### src/rtl/core/wfba_pkg.sv
// Shared types and constants for the worst-fit block allocator.
// No dependencies; the scan unit, top level, checker and bench refer to it by scoped names.
package wfba_pkg;

    localparam int MAX_BLOCKS_DEF = 16;
    localparam int SIZE_BITS_DEF  = 16;

    localparam int SIZE_W  = 16;
    localparam int INDEX_W = 4;
    localparam int REQ_W   = 16;
    localparam int SUM_W   = 20;

    typedef enum logic [1:0] {
        OP_LOAD    = 2'd0,
        OP_REQUEST = 2'd1,
        OP_CLEAR   = 2'd2
    } op_t;

    typedef enum logic [1:0] {
        ST_GRANT = 2'd0,
        ST_NOFIT = 2'd1,
        ST_FULL  = 2'd2,
        ST_DONE  = 2'd3
    } status_t;

    typedef enum logic [2:0] {
        S_IDLE,
        S_EXEC,
        S_SCAN,
        S_DECIDE,
        S_FIN
    } state_t;

    typedef struct packed {
        logic start;
        logic valid;
    } scan_ctl_t;

endpackage

### src/rtl/core/wfba_ram.sv
// Generic single-write, single-read RAM with registered read data.
// No dependencies.
module wfba_ram #(
    parameter int WIDTH = 16,
    parameter int DEPTH = 16
) (
    input  logic                                 clk,
    input  logic                                 we,
    input  logic [(DEPTH > 1 ? $clog2(DEPTH) : 1)-1:0] waddr,
    input  logic [WIDTH-1:0]                     wdata,
    input  logic [(DEPTH > 1 ? $clog2(DEPTH) : 1)-1:0] raddr,
    output logic [WIDTH-1:0]                     rdata
);

    logic [WIDTH-1:0] mem [DEPTH];
    logic [WIDTH-1:0] rdata_reg;

    always_ff @(posedge clk)
    begin
        if (we)
        begin
            mem[waddr] <= wdata;
        end
        rdata_reg <= mem[raddr];
    end

    assign rdata = rdata_reg;

endmodule

### src/rtl/core/wfba_scan.sv
// Shared compare unit: tracks the largest free fitting block over a table scan.
// Depends on wfba_pkg for the scan control struct.
module wfba_scan #(
    parameter int SW = 16,
    parameter int IW = 4
) (
    input  logic                clk,
    input  logic                rst_n,
    input  wfba_pkg::scan_ctl_t ctl,
    input  logic                taken_bit,
    input  logic [SW-1:0]       blk_size,
    input  logic [IW-1:0]       blk_idx,
    input  logic [SW-1:0]       req_size,
    output logic                found,
    output logic [SW-1:0]       best,
    output logic [IW-1:0]       pick
);

    logic          found_reg;
    logic          found_next;
    logic [SW-1:0] best_reg;
    logic [SW-1:0] best_next;
    logic [IW-1:0] pick_reg;
    logic [IW-1:0] pick_next;
    logic          hit;

    always_comb
    begin
        hit = ctl.valid && !taken_bit && (blk_size >= req_size)
            && (!found_reg || (blk_size >= best_reg));
        found_next = found_reg;
        best_next  = best_reg;
        pick_next  = pick_reg;
        if (ctl.start)
        begin
            found_next = 1'b0;
        end
        else if (hit)
        begin
            found_next = 1'b1;
            best_next  = blk_size;
            pick_next  = blk_idx;
        end
    end

    always_ff @(posedge clk or negedge rst_n)
    begin
        if (!rst_n)
        begin
            found_reg <= 1'b0;
        end
        else
        begin
            found_reg <= found_next;
        end
    end

    always_ff @(posedge clk)
    begin
        best_reg <= best_next;
        pick_reg <= pick_next;
    end

    assign found = found_reg;
    assign best  = best_reg;
    assign pick  = pick_reg;

endmodule

### src/rtl/core/worst_fit_block_allocator_top.sv
// Top level of the worst-fit block allocator: sequencer, totals, taken marks.
// Depends on wfba_pkg, wfba_ram and wfba_scan.
//
// Input channel: in_valid/in_stall with operation and size. in_stall is high
// while an item is being worked on, so one item is in flight at a time.
// Output channel: out_valid/out_stall with status, block_index, leftover,
// request_number, used_total and capacity_total; one beat per input beat.
// A load, a clear or an unused code passes from the execute state to the finish
// state and into the output register; the next item is taken back in idle.
// A request reads every stored block once through the block-size RAM and the
// shared compare unit (scan state, then decide state) before the finish state;
// a request on an empty table skips the scan and is refused with no fit.
// The output register parts the channels: a new item is taken while a result
// still waits; if the receiver stalls, the next finished result holds inside
// until the output register frees up, and in_stall stays high meanwhile.
// Reset empties the table, clears taken marks, counters and totals and drops
// any pending output beat; no clearing pass is needed.
module worst_fit_block_allocator_top #(
    parameter int MAX_BLOCKS = wfba_pkg::MAX_BLOCKS_DEF,
    parameter int SIZE_BITS  = wfba_pkg::SIZE_BITS_DEF
) (
    input  logic                          clk,
    input  logic                          rst_n,
    input  logic                          in_valid,
    output logic                          in_stall,
    input  logic [1:0]                    operation,
    input  logic [wfba_pkg::SIZE_W-1:0]   size,
    output logic                          out_valid,
    input  logic                          out_stall,
    output logic [1:0]                    status,
    output logic [wfba_pkg::INDEX_W-1:0]  block_index,
    output logic [wfba_pkg::SIZE_W-1:0]   leftover,
    output logic [wfba_pkg::REQ_W-1:0]    request_number,
    output logic [wfba_pkg::SUM_W-1:0]    used_total,
    output logic [wfba_pkg::SUM_W-1:0]    capacity_total
);

    localparam int SW = (SIZE_BITS < wfba_pkg::SIZE_W) ? SIZE_BITS : wfba_pkg::SIZE_W;
    localparam int IW = (MAX_BLOCKS > 1) ? $clog2(MAX_BLOCKS) : 1;
    localparam int CW = $clog2(MAX_BLOCKS + 1);
    localparam int XW = wfba_pkg::SUM_W + 1;
    localparam int IXW = IW + wfba_pkg::INDEX_W;

    wfba_pkg::state_t state_reg;
    wfba_pkg::state_t state_next;

    logic [1:0]            op_reg;
    logic [1:0]            op_next;
    logic [SW-1:0]         size_reg;
    logic [SW-1:0]         size_next;
    logic [CW-1:0]         count_reg;
    logic [CW-1:0]         count_next;
    logic [wfba_pkg::REQ_W-1:0] req_reg;
    logic [wfba_pkg::REQ_W-1:0] req_next;
    logic [wfba_pkg::SUM_W-1:0] used_reg;
    logic [wfba_pkg::SUM_W-1:0] used_next;
    logic [wfba_pkg::SUM_W-1:0] cap_reg;
    logic [wfba_pkg::SUM_W-1:0] cap_next;
    logic [MAX_BLOCKS-1:0] taken_reg;
    logic [MAX_BLOCKS-1:0] taken_next;
    logic [CW-1:0]         issue_reg;
    logic [CW-1:0]         issue_next;
    logic                  cmp_valid_reg;
    logic                  cmp_valid_next;
    logic [IW-1:0]         cmp_idx_reg;
    logic [IW-1:0]         cmp_idx_next;

    logic [1:0]            res_status_reg;
    logic [1:0]            res_status_next;
    logic [IW-1:0]         res_index_reg;
    logic [IW-1:0]         res_index_next;
    logic [SW-1:0]         res_left_reg;
    logic [SW-1:0]         res_left_next;

    logic                       out_valid_reg;
    logic                       out_valid_next;
    logic [1:0]                 out_status_reg;
    logic [1:0]                 out_status_next;
    logic [wfba_pkg::INDEX_W-1:0] out_index_reg;
    logic [wfba_pkg::INDEX_W-1:0] out_index_next;
    logic [wfba_pkg::SIZE_W-1:0]  out_left_reg;
    logic [wfba_pkg::SIZE_W-1:0]  out_left_next;
    logic [wfba_pkg::REQ_W-1:0]   out_req_reg;
    logic [wfba_pkg::REQ_W-1:0]   out_req_next;
    logic [wfba_pkg::SUM_W-1:0]   out_used_reg;
    logic [wfba_pkg::SUM_W-1:0]   out_used_next;
    logic [wfba_pkg::SUM_W-1:0]   out_cap_reg;
    logic [wfba_pkg::SUM_W-1:0]   out_cap_next;

    logic                ram_we;
    logic [IW-1:0]       ram_waddr;
    logic [IW-1:0]       ram_raddr;
    logic [SW-1:0]       ram_rdata;
    wfba_pkg::scan_ctl_t scan_ctl;
    logic                scan_found;
    logic [SW-1:0]       scan_best;
    logic [IW-1:0]       scan_pick;
    logic [XW-1:0]       sum_add;
    logic [XW-1:0]       sum_base;
    logic [IXW-1:0]      index_wide;
    logic                out_free;

    wfba_ram #(
        .WIDTH (SW),
        .DEPTH (MAX_BLOCKS)
    ) u_sizes (
        .clk   (clk),
        .we    (ram_we),
        .waddr (ram_waddr),
        .wdata (size_reg),
        .raddr (ram_raddr),
        .rdata (ram_rdata)
    );

    wfba_scan #(
        .SW (SW),
        .IW (IW)
    ) u_scan (
        .clk       (clk),
        .rst_n     (rst_n),
        .ctl       (scan_ctl),
        .taken_bit (taken_reg[cmp_idx_reg]),
        .blk_size  (ram_rdata),
        .blk_idx   (cmp_idx_reg),
        .req_size  (size_reg),
        .found     (scan_found),
        .best      (scan_best),
        .pick      (scan_pick)
    );

    always_comb
    begin
        state_next      = state_reg;
        op_next         = op_reg;
        size_next       = size_reg;
        count_next      = count_reg;
        req_next        = req_reg;
        used_next       = used_reg;
        cap_next        = cap_reg;
        taken_next      = taken_reg;
        issue_next      = issue_reg;
        cmp_valid_next  = 1'b0;
        cmp_idx_next    = cmp_idx_reg;
        res_status_next = res_status_reg;
        res_index_next  = res_index_reg;
        res_left_next   = res_left_reg;
        out_valid_next  = out_valid_reg;
        out_status_next = out_status_reg;
        out_index_next  = out_index_reg;
        out_left_next   = out_left_reg;
        out_req_next    = out_req_reg;
        out_used_next   = out_used_reg;
        out_cap_next    = out_cap_reg;
        ram_we          = 1'b0;
        ram_waddr       = count_reg[IW-1:0];
        ram_raddr       = issue_reg[IW-1:0];
        scan_ctl.start  = 1'b0;
        scan_ctl.valid  = 1'b0;
        sum_base        = {1'b0, cap_reg};
        sum_add         = sum_base + XW'(size_reg);
        index_wide      = {{wfba_pkg::INDEX_W{1'b0}}, res_index_reg};
        out_free        = !out_valid_reg || !out_stall;

        if (out_valid_reg && !out_stall)
        begin
            out_valid_next = 1'b0;
        end

        case (state_reg)
            wfba_pkg::S_IDLE:
            begin
                if (in_valid)
                begin
                    op_next    = operation;
                    size_next  = size[SW-1:0];
                    state_next = wfba_pkg::S_EXEC;
                end
            end
            wfba_pkg::S_EXEC:
            begin
                res_status_next = wfba_pkg::ST_DONE;
                res_index_next  = '0;
                res_left_next   = '0;
                state_next      = wfba_pkg::S_FIN;
                case (op_reg)
                    wfba_pkg::OP_LOAD:
                    begin
                        if (count_reg < CW'(MAX_BLOCKS))
                        begin
                            ram_we                      = 1'b1;
                            taken_next[count_reg[IW-1:0]] = 1'b0;
                            res_index_next              = count_reg[IW-1:0];
                            count_next                  = count_reg + CW'(1);
                            sum_base                    = {1'b0, cap_reg};
                            sum_add                     = sum_base + XW'(size_reg);
                            cap_next = sum_add[XW-1] ? '1 : sum_add[XW-2:0];
                        end
                        else
                        begin
                            res_status_next = wfba_pkg::ST_FULL;
                        end
                    end
                    wfba_pkg::OP_REQUEST:
                    begin
                        if (req_reg != '1)
                        begin
                            req_next = req_reg + wfba_pkg::REQ_W'(1);
                        end
                        if (count_reg == '0)
                        begin
                            res_status_next = wfba_pkg::ST_NOFIT;
                        end
                        else
                        begin
                            issue_next     = '0;
                            scan_ctl.start = 1'b1;
                            state_next     = wfba_pkg::S_SCAN;
                        end
                    end
                    wfba_pkg::OP_CLEAR:
                    begin
                        taken_next = '0;
                        count_next = '0;
                        used_next  = '0;
                        cap_next   = '0;
                    end
                    default:
                    begin
                        res_status_next = wfba_pkg::ST_DONE;
                    end
                endcase
            end
            wfba_pkg::S_SCAN:
            begin
                if (issue_reg < count_reg)
                begin
                    cmp_valid_next = 1'b1;
                    cmp_idx_next   = issue_reg[IW-1:0];
                    issue_next     = issue_reg + CW'(1);
                end
                scan_ctl.valid = cmp_valid_reg;
                if (cmp_valid_reg && ((CW'(cmp_idx_reg) + CW'(1)) == count_reg))
                begin
                    state_next = wfba_pkg::S_DECIDE;
                end
            end
            wfba_pkg::S_DECIDE:
            begin
                state_next = wfba_pkg::S_FIN;
                if (scan_found)
                begin
                    taken_next[scan_pick] = 1'b1;
                    sum_base        = {1'b0, used_reg};
                    sum_add         = sum_base + XW'(size_reg);
                    used_next       = sum_add[XW-1] ? '1 : sum_add[XW-2:0];
                    res_status_next = wfba_pkg::ST_GRANT;
                    res_index_next  = scan_pick;
                    res_left_next   = scan_best - size_reg;
                end
                else
                begin
                    res_status_next = wfba_pkg::ST_NOFIT;
                    res_index_next  = '0;
                    res_left_next   = '0;
                end
            end
            wfba_pkg::S_FIN:
            begin
                if (out_free)
                begin
                    out_valid_next  = 1'b1;
                    out_status_next = res_status_reg;
                    out_index_next  = index_wide[wfba_pkg::INDEX_W-1:0];
                    out_left_next   = wfba_pkg::SIZE_W'(res_left_reg);
                    out_req_next    = req_reg;
                    out_used_next   = used_reg;
                    out_cap_next    = cap_reg;
                    state_next      = wfba_pkg::S_IDLE;
                end
            end
            default:
            begin
                state_next = wfba_pkg::S_IDLE;
            end
        endcase
    end

    always_ff @(posedge clk or negedge rst_n)
    begin
        if (!rst_n)
        begin
            state_reg     <= wfba_pkg::S_IDLE;
            count_reg     <= '0;
            req_reg       <= '0;
            used_reg      <= '0;
            cap_reg       <= '0;
            taken_reg     <= '0;
            issue_reg     <= '0;
            cmp_valid_reg <= 1'b0;
            out_valid_reg <= 1'b0;
        end
        else
        begin
            state_reg     <= state_next;
            count_reg     <= count_next;
            req_reg       <= req_next;
            used_reg      <= used_next;
            cap_reg       <= cap_next;
            taken_reg     <= taken_next;
            issue_reg     <= issue_next;
            cmp_valid_reg <= cmp_valid_next;
            out_valid_reg <= out_valid_next;
        end
    end

    always_ff @(posedge clk)
    begin
        op_reg         <= op_next;
        size_reg       <= size_next;
        cmp_idx_reg    <= cmp_idx_next;
        res_status_reg <= res_status_next;
        res_index_reg  <= res_index_next;
        res_left_reg   <= res_left_next;
        out_status_reg <= out_status_next;
        out_index_reg  <= out_index_next;
        out_left_reg   <= out_left_next;
        out_req_reg    <= out_req_next;
        out_used_reg   <= out_used_next;
        out_cap_reg    <= out_cap_next;
    end

    assign in_stall       = (state_reg != wfba_pkg::S_IDLE);
    assign out_valid      = out_valid_reg;
    assign status         = out_status_reg;
    assign block_index    = out_index_reg;
    assign leftover       = out_left_reg;
    assign request_number = out_req_reg;
    assign used_total     = out_used_reg;
    assign capacity_total = out_cap_reg;

endmodule

### config.mk
export PLATFORM = sky130hd
export DESIGN_NAME = worst_fit_block_allocator_top
export DESIGN_NICKNAME = d
export VERILOG_FILES = /design/src/rtl/core/wfba_pkg.sv /design/src/rtl/core/wfba_ram.sv /design/src/rtl/core/wfba_scan.sv /design/src/rtl/core/worst_fit_block_allocator_top.sv
export SDC_FILE = /design/constraint.sdc
export NUM_CORES = 1
export LEC_CHECK = 0
export BUFFER_PORTS_ARGS = -buffer_cell sky130_fd_sc_hd__buf_2
export CAP_MARGIN = 25
export CORE_MARGIN = 3
export CORE_UTILIZATION = 60
export DETAILED_ROUTE_END_ITERATION = 7
export PLACE_DENSITY = 0.78
export SYNTH_ARGS = -nofsm -noshare
export SYNTH_HDL_FRONTEND = slang
export SYNTH_SLANG_ARGS = --single-unit
### constraint.sdc
create_clock -name clk -period 9 [get_ports clk]
set_input_delay 1.35 -clock clk [delete_from_list [all_inputs] [get_ports clk]]
set_output_delay 1.35 -clock clk [all_outputs]
set_load 0.03 [all_outputs]
==> flow_summary.toml <==
[yosys]
syn-cell-area_um2 = 21790
syn_area_per_cell_um2 = 15.46
yosys_warnings = 0
seq_area_frac_synth_pct = 66.43
ys_top_cells_by_area = "edfxtp_1, dfrtp_1, mux4_2"
ys_types = 75
synth-edff-count = 398
synth_cells = 1409
synth_top_cell_by_area = "edfxtp_1"
synth_nets = 1524
synth_top_area_share_pct = 54.85
synth-seq-cells = 502
async_reset_ff_share_pct = 17.53
synthFlopType = "edfxtp_1"

[layout]
final_core_util_pct = 68.83
top_register = "u_sizes.mem"
antenna_cells = 0
fin_nets = 1653
syn2layout_area_growth_pct = 12.63
largest_reg_flops = 256
fillerInstances = 2286
drive_gt1_share_pct = 19.33
final_cells = 2039

[placed_design]
place.gp.congestion = 0.8669
dpl.cell_count = 1948
io_buffers = 101
dp_hpwl_um = 32230

[critical_path]
startpoint_type = "flop"
path_max_fanout = 20
path_buf_inv = 0
arrival_ps = 4030
timing.critical_path.to_type = "flop"
critPathTopFamily = "compound AO/OA/AOI/OAI gates"
required_ps = 9420
cpPeakStageDelay_ps = 780
critPathKind = "flop to flop"
crit_slowest_cell = "edfxtp_1"
crit_chain = "ha_1 > fa_1 > a21oi_1 > o21ai_1 > o2111ai_1 > a211oi_1 > o211a_1 > nand2_1 > o311ai_0"

[min_path]
hold_path.class = "flop to flop"

[outcome]
status = "completed"

[drt]
ant_nets = 0
dr.pass1.iters = 5
met1_length_um = 20420
highest_layer = "met5"
viasPerCell = 6.423
wl_met2_um = 24220
drtIter0Drc = 1408
drc = 0
wl_per_cell_um = 24.74
finalWirelength_um = 50450
dr_wl_met3_um = 4468
num_vias = 13100

[floorplanning]
ios = 102
die_h_um = 196.6
rows = 69
die_w_um = 196.6
start_util_pct = 61.11
core_um2 = 35660
fp.dieArea_um2 = 38640

[grt]
antenna_found_initial = 1
grt_pass1_vias = 13090
grt_max_degree = 79
grt_usage_pct = 26.66
grt.overflow.total = 0
grt_pass1_wl_um = 78130

[clock_network]
cts_max_level = 2
worstSkewPairLatency_ps = 600
cts-resized-gates = 0
cts.clk_slew.worst_paths_ps = 60
clock-sinks = 502
cts-root-buf = "clkbuf_16"
tritoncts = "yes"
cts-buffers-inserted = 49
post-cts-setup-buffers = 0
cts_buffer_depth = 3
hold_buffers = 0

[power_and_ir_drop]
netSwitchingFraction_pct = 30.16
intPower_mw = 4.589
pwr-share-clk_pct = 32.2
vdd_ir_drop_max_uv = 229.7
p_per_area_nw_per_um2 = 267.7
power_frac_comb_pct = 20.3
pwr-share-seq_pct = 47.6
power_mw = 6.571
p_switching_mw = 1.981
leakage_nw = 9.303

[sta]
slew_headroom_pct = 30.72
final_hold_viol_count = 0
rsz0062_at_grt = "no"
finalSetupViolCount = 0
finClkSkew_ps = 19.84
timing.fmax_mhz = 276.8
fin_crit_ps = 3613
drv_slew = 0
setup_tns_ps = 0
period_share_pct = 40.14
worst_pin_slew_ps = 1039

[run]
maxCapViolCount = 0
==> final cells by class <==
cell class | count | area (um^2) | share of cell area [%]
well taps | 461 | 576.8 | 2.350
clock buffers | 55 | 1259 | 5.129
clock inverters | 36 | 395.4 | 1.611
multi-input cells | 802 | 6925 | 28.22
inverters | 58 | 217.7 | 0.8871
repair buffers | 125 | 688.2 | 2.804
flip-flops and latches | 502 | 14480 | 59.00
==> layer usage <==
layer  GRT usage, %  vias up
met4          7.526        2
met1          38.18     6586
met3          5.846      103
met2          42.34      657
li1               -     5748
met5              0        -
==> kinds of logic (layout without fill, tap and decap cells) <==
group / Yosys count / after routing / share of synthesized area [%]
flops: 502 / 502 / 66.43
compound gates: 298 / 298 / 8.832
simple gates: 265 / 265 / 6.058
buf+inv: 105 / 274 / 1.895
fa+ha+maj: 93 / 93 / 5.444
mux: 90 / 90 / 9.096
xor+xnor: 56 / 56 / 2.251
==> placed cells by master (no fill, tap or decap), types with 5 or more instances in the layout <==
cell         n
clkinv_1    13
ha_1        90
and3_1      27
dfxtp_1     16
nand4_1      9
and2_1       6
nor2_1      49
o21ai_0     79
a21o_1      31
nand3_1     22
nor2b_1      9
inv_1       57
edfxtp_1   398
xnor2_1     37
nand2_1     85
nand3b_1     6
mux4_2      81
buf_4       25
o31ai_1      6
a21oi_1     92
nor3_1      16
bufinv_16    8
clkbuf_16   49
or2_2        5
o21bai_1     6
clkbuf_1     5
xor2_1      19
a211o_1      6
a31oi_1     10
o21a_1       6
dfrtp_1     86
o211ai_1     6
clkinv_2     9
a211oi_1     9
nand2b_1    11
buf_2      100
==> cell usage after synthesis, types with 6 or more instances <==
| cell | instances |
|---|---|
| edfxtp_1 | 398 |
| nor2_1 | 49 |
| dfrtp_1 | 88 |
| buf_1 | 8 |
| a21oi_1 | 93 |
| xor2_1 | 19 |
| nor2b_1 | 9 |
| a31oi_1 | 10 |
| dfxtp_1 | 16 |
| a21o_1 | 31 |
| xnor2_1 | 37 |
| mux4_2 | 81 |
| o21bai_1 | 6 |
| nand3_1 | 22 |
| nand3b_1 | 6 |
| o21a_1 | 6 |
| nand2b_1 | 11 |
| clkbuf_1 | 29 |
| and2_1 | 6 |
| nand4_1 | 9 |
| inv_1 | 57 |
| o211ai_1 | 6 |
| ha_1 | 90 |
| nor3_1 | 17 |
| o31ai_1 | 6 |
| nand2_1 | 85 |
| o21ai_0 | 79 |
| buf_2 | 8 |
| and3_1 | 27 |
| a211o_1 | 6 |
| a211oi_1 | 9 |
==> power groups by stage <==
stage | Combinational (mW) | Clock [mW] | Sequential [mW]
6_report | 1.33 | 2.11 | 3.13
4_1_cts | 1.33 | 2.14 | 3.12
5_1_grt | 1.46 | 2.23 | 3.15
3_5_place_dp | 1.32 | 0 | 3.16
3_3_place_gp | 1.29 | 0 | 3.15
2_1_floorplan | 0.845 | 0 | 3.20
==> worst reg2reg max path, cell delays in order (launching register included) <==
cell       delay, ps
edfxtp_1         780
ha_1             450
fa_1             420
a21oi_1          260
o21ai_1          160
o2111ai_1        370
a211oi_1         160
o211a_1          400
nand2_1          240
o311ai_0         180
==> metrics by stage <==
| stage | setup WS, ps | hold slack, ps | instance area (um^2) |
|---|---|---|---|
| after global routing | 5293 | 429.6 | 24540 |
| after global placement | 5742 | 402.9 | 22880 |
| after floorplan | 3412 | 400.3 | 21790 |
| final | 5387 | 416.1 | 24540 |
| after CTS | 5473 | 418.3 | 24540 |
| after detailed placement | 5585 | 404.5 | 22890 |
==> path summary, 6_finish.rpt <==
| path | cells after the start | slack (ps) | startpoint | to |
|---|---|---|---|---|
| max in group asynchronous | 2 | 7140 | rst_n | cap_reg[8] |
| hold reg to reg | 0 | 420 | res_index_reg[2] | block_index[2] |
| min in group asynchronous | 1 | 660 | rst_n | req_reg[13] |
| setup / recovery | 9 | 5390 | size_reg[0] | cap_reg[17] |
| hold / removal | 0 | 420 | res_index_reg[2] | block_index[2] |
| setup reg to reg | 9 | 5390 | size_reg[0] | cap_reg[17] |
Power figures use the tool's default switching activity.
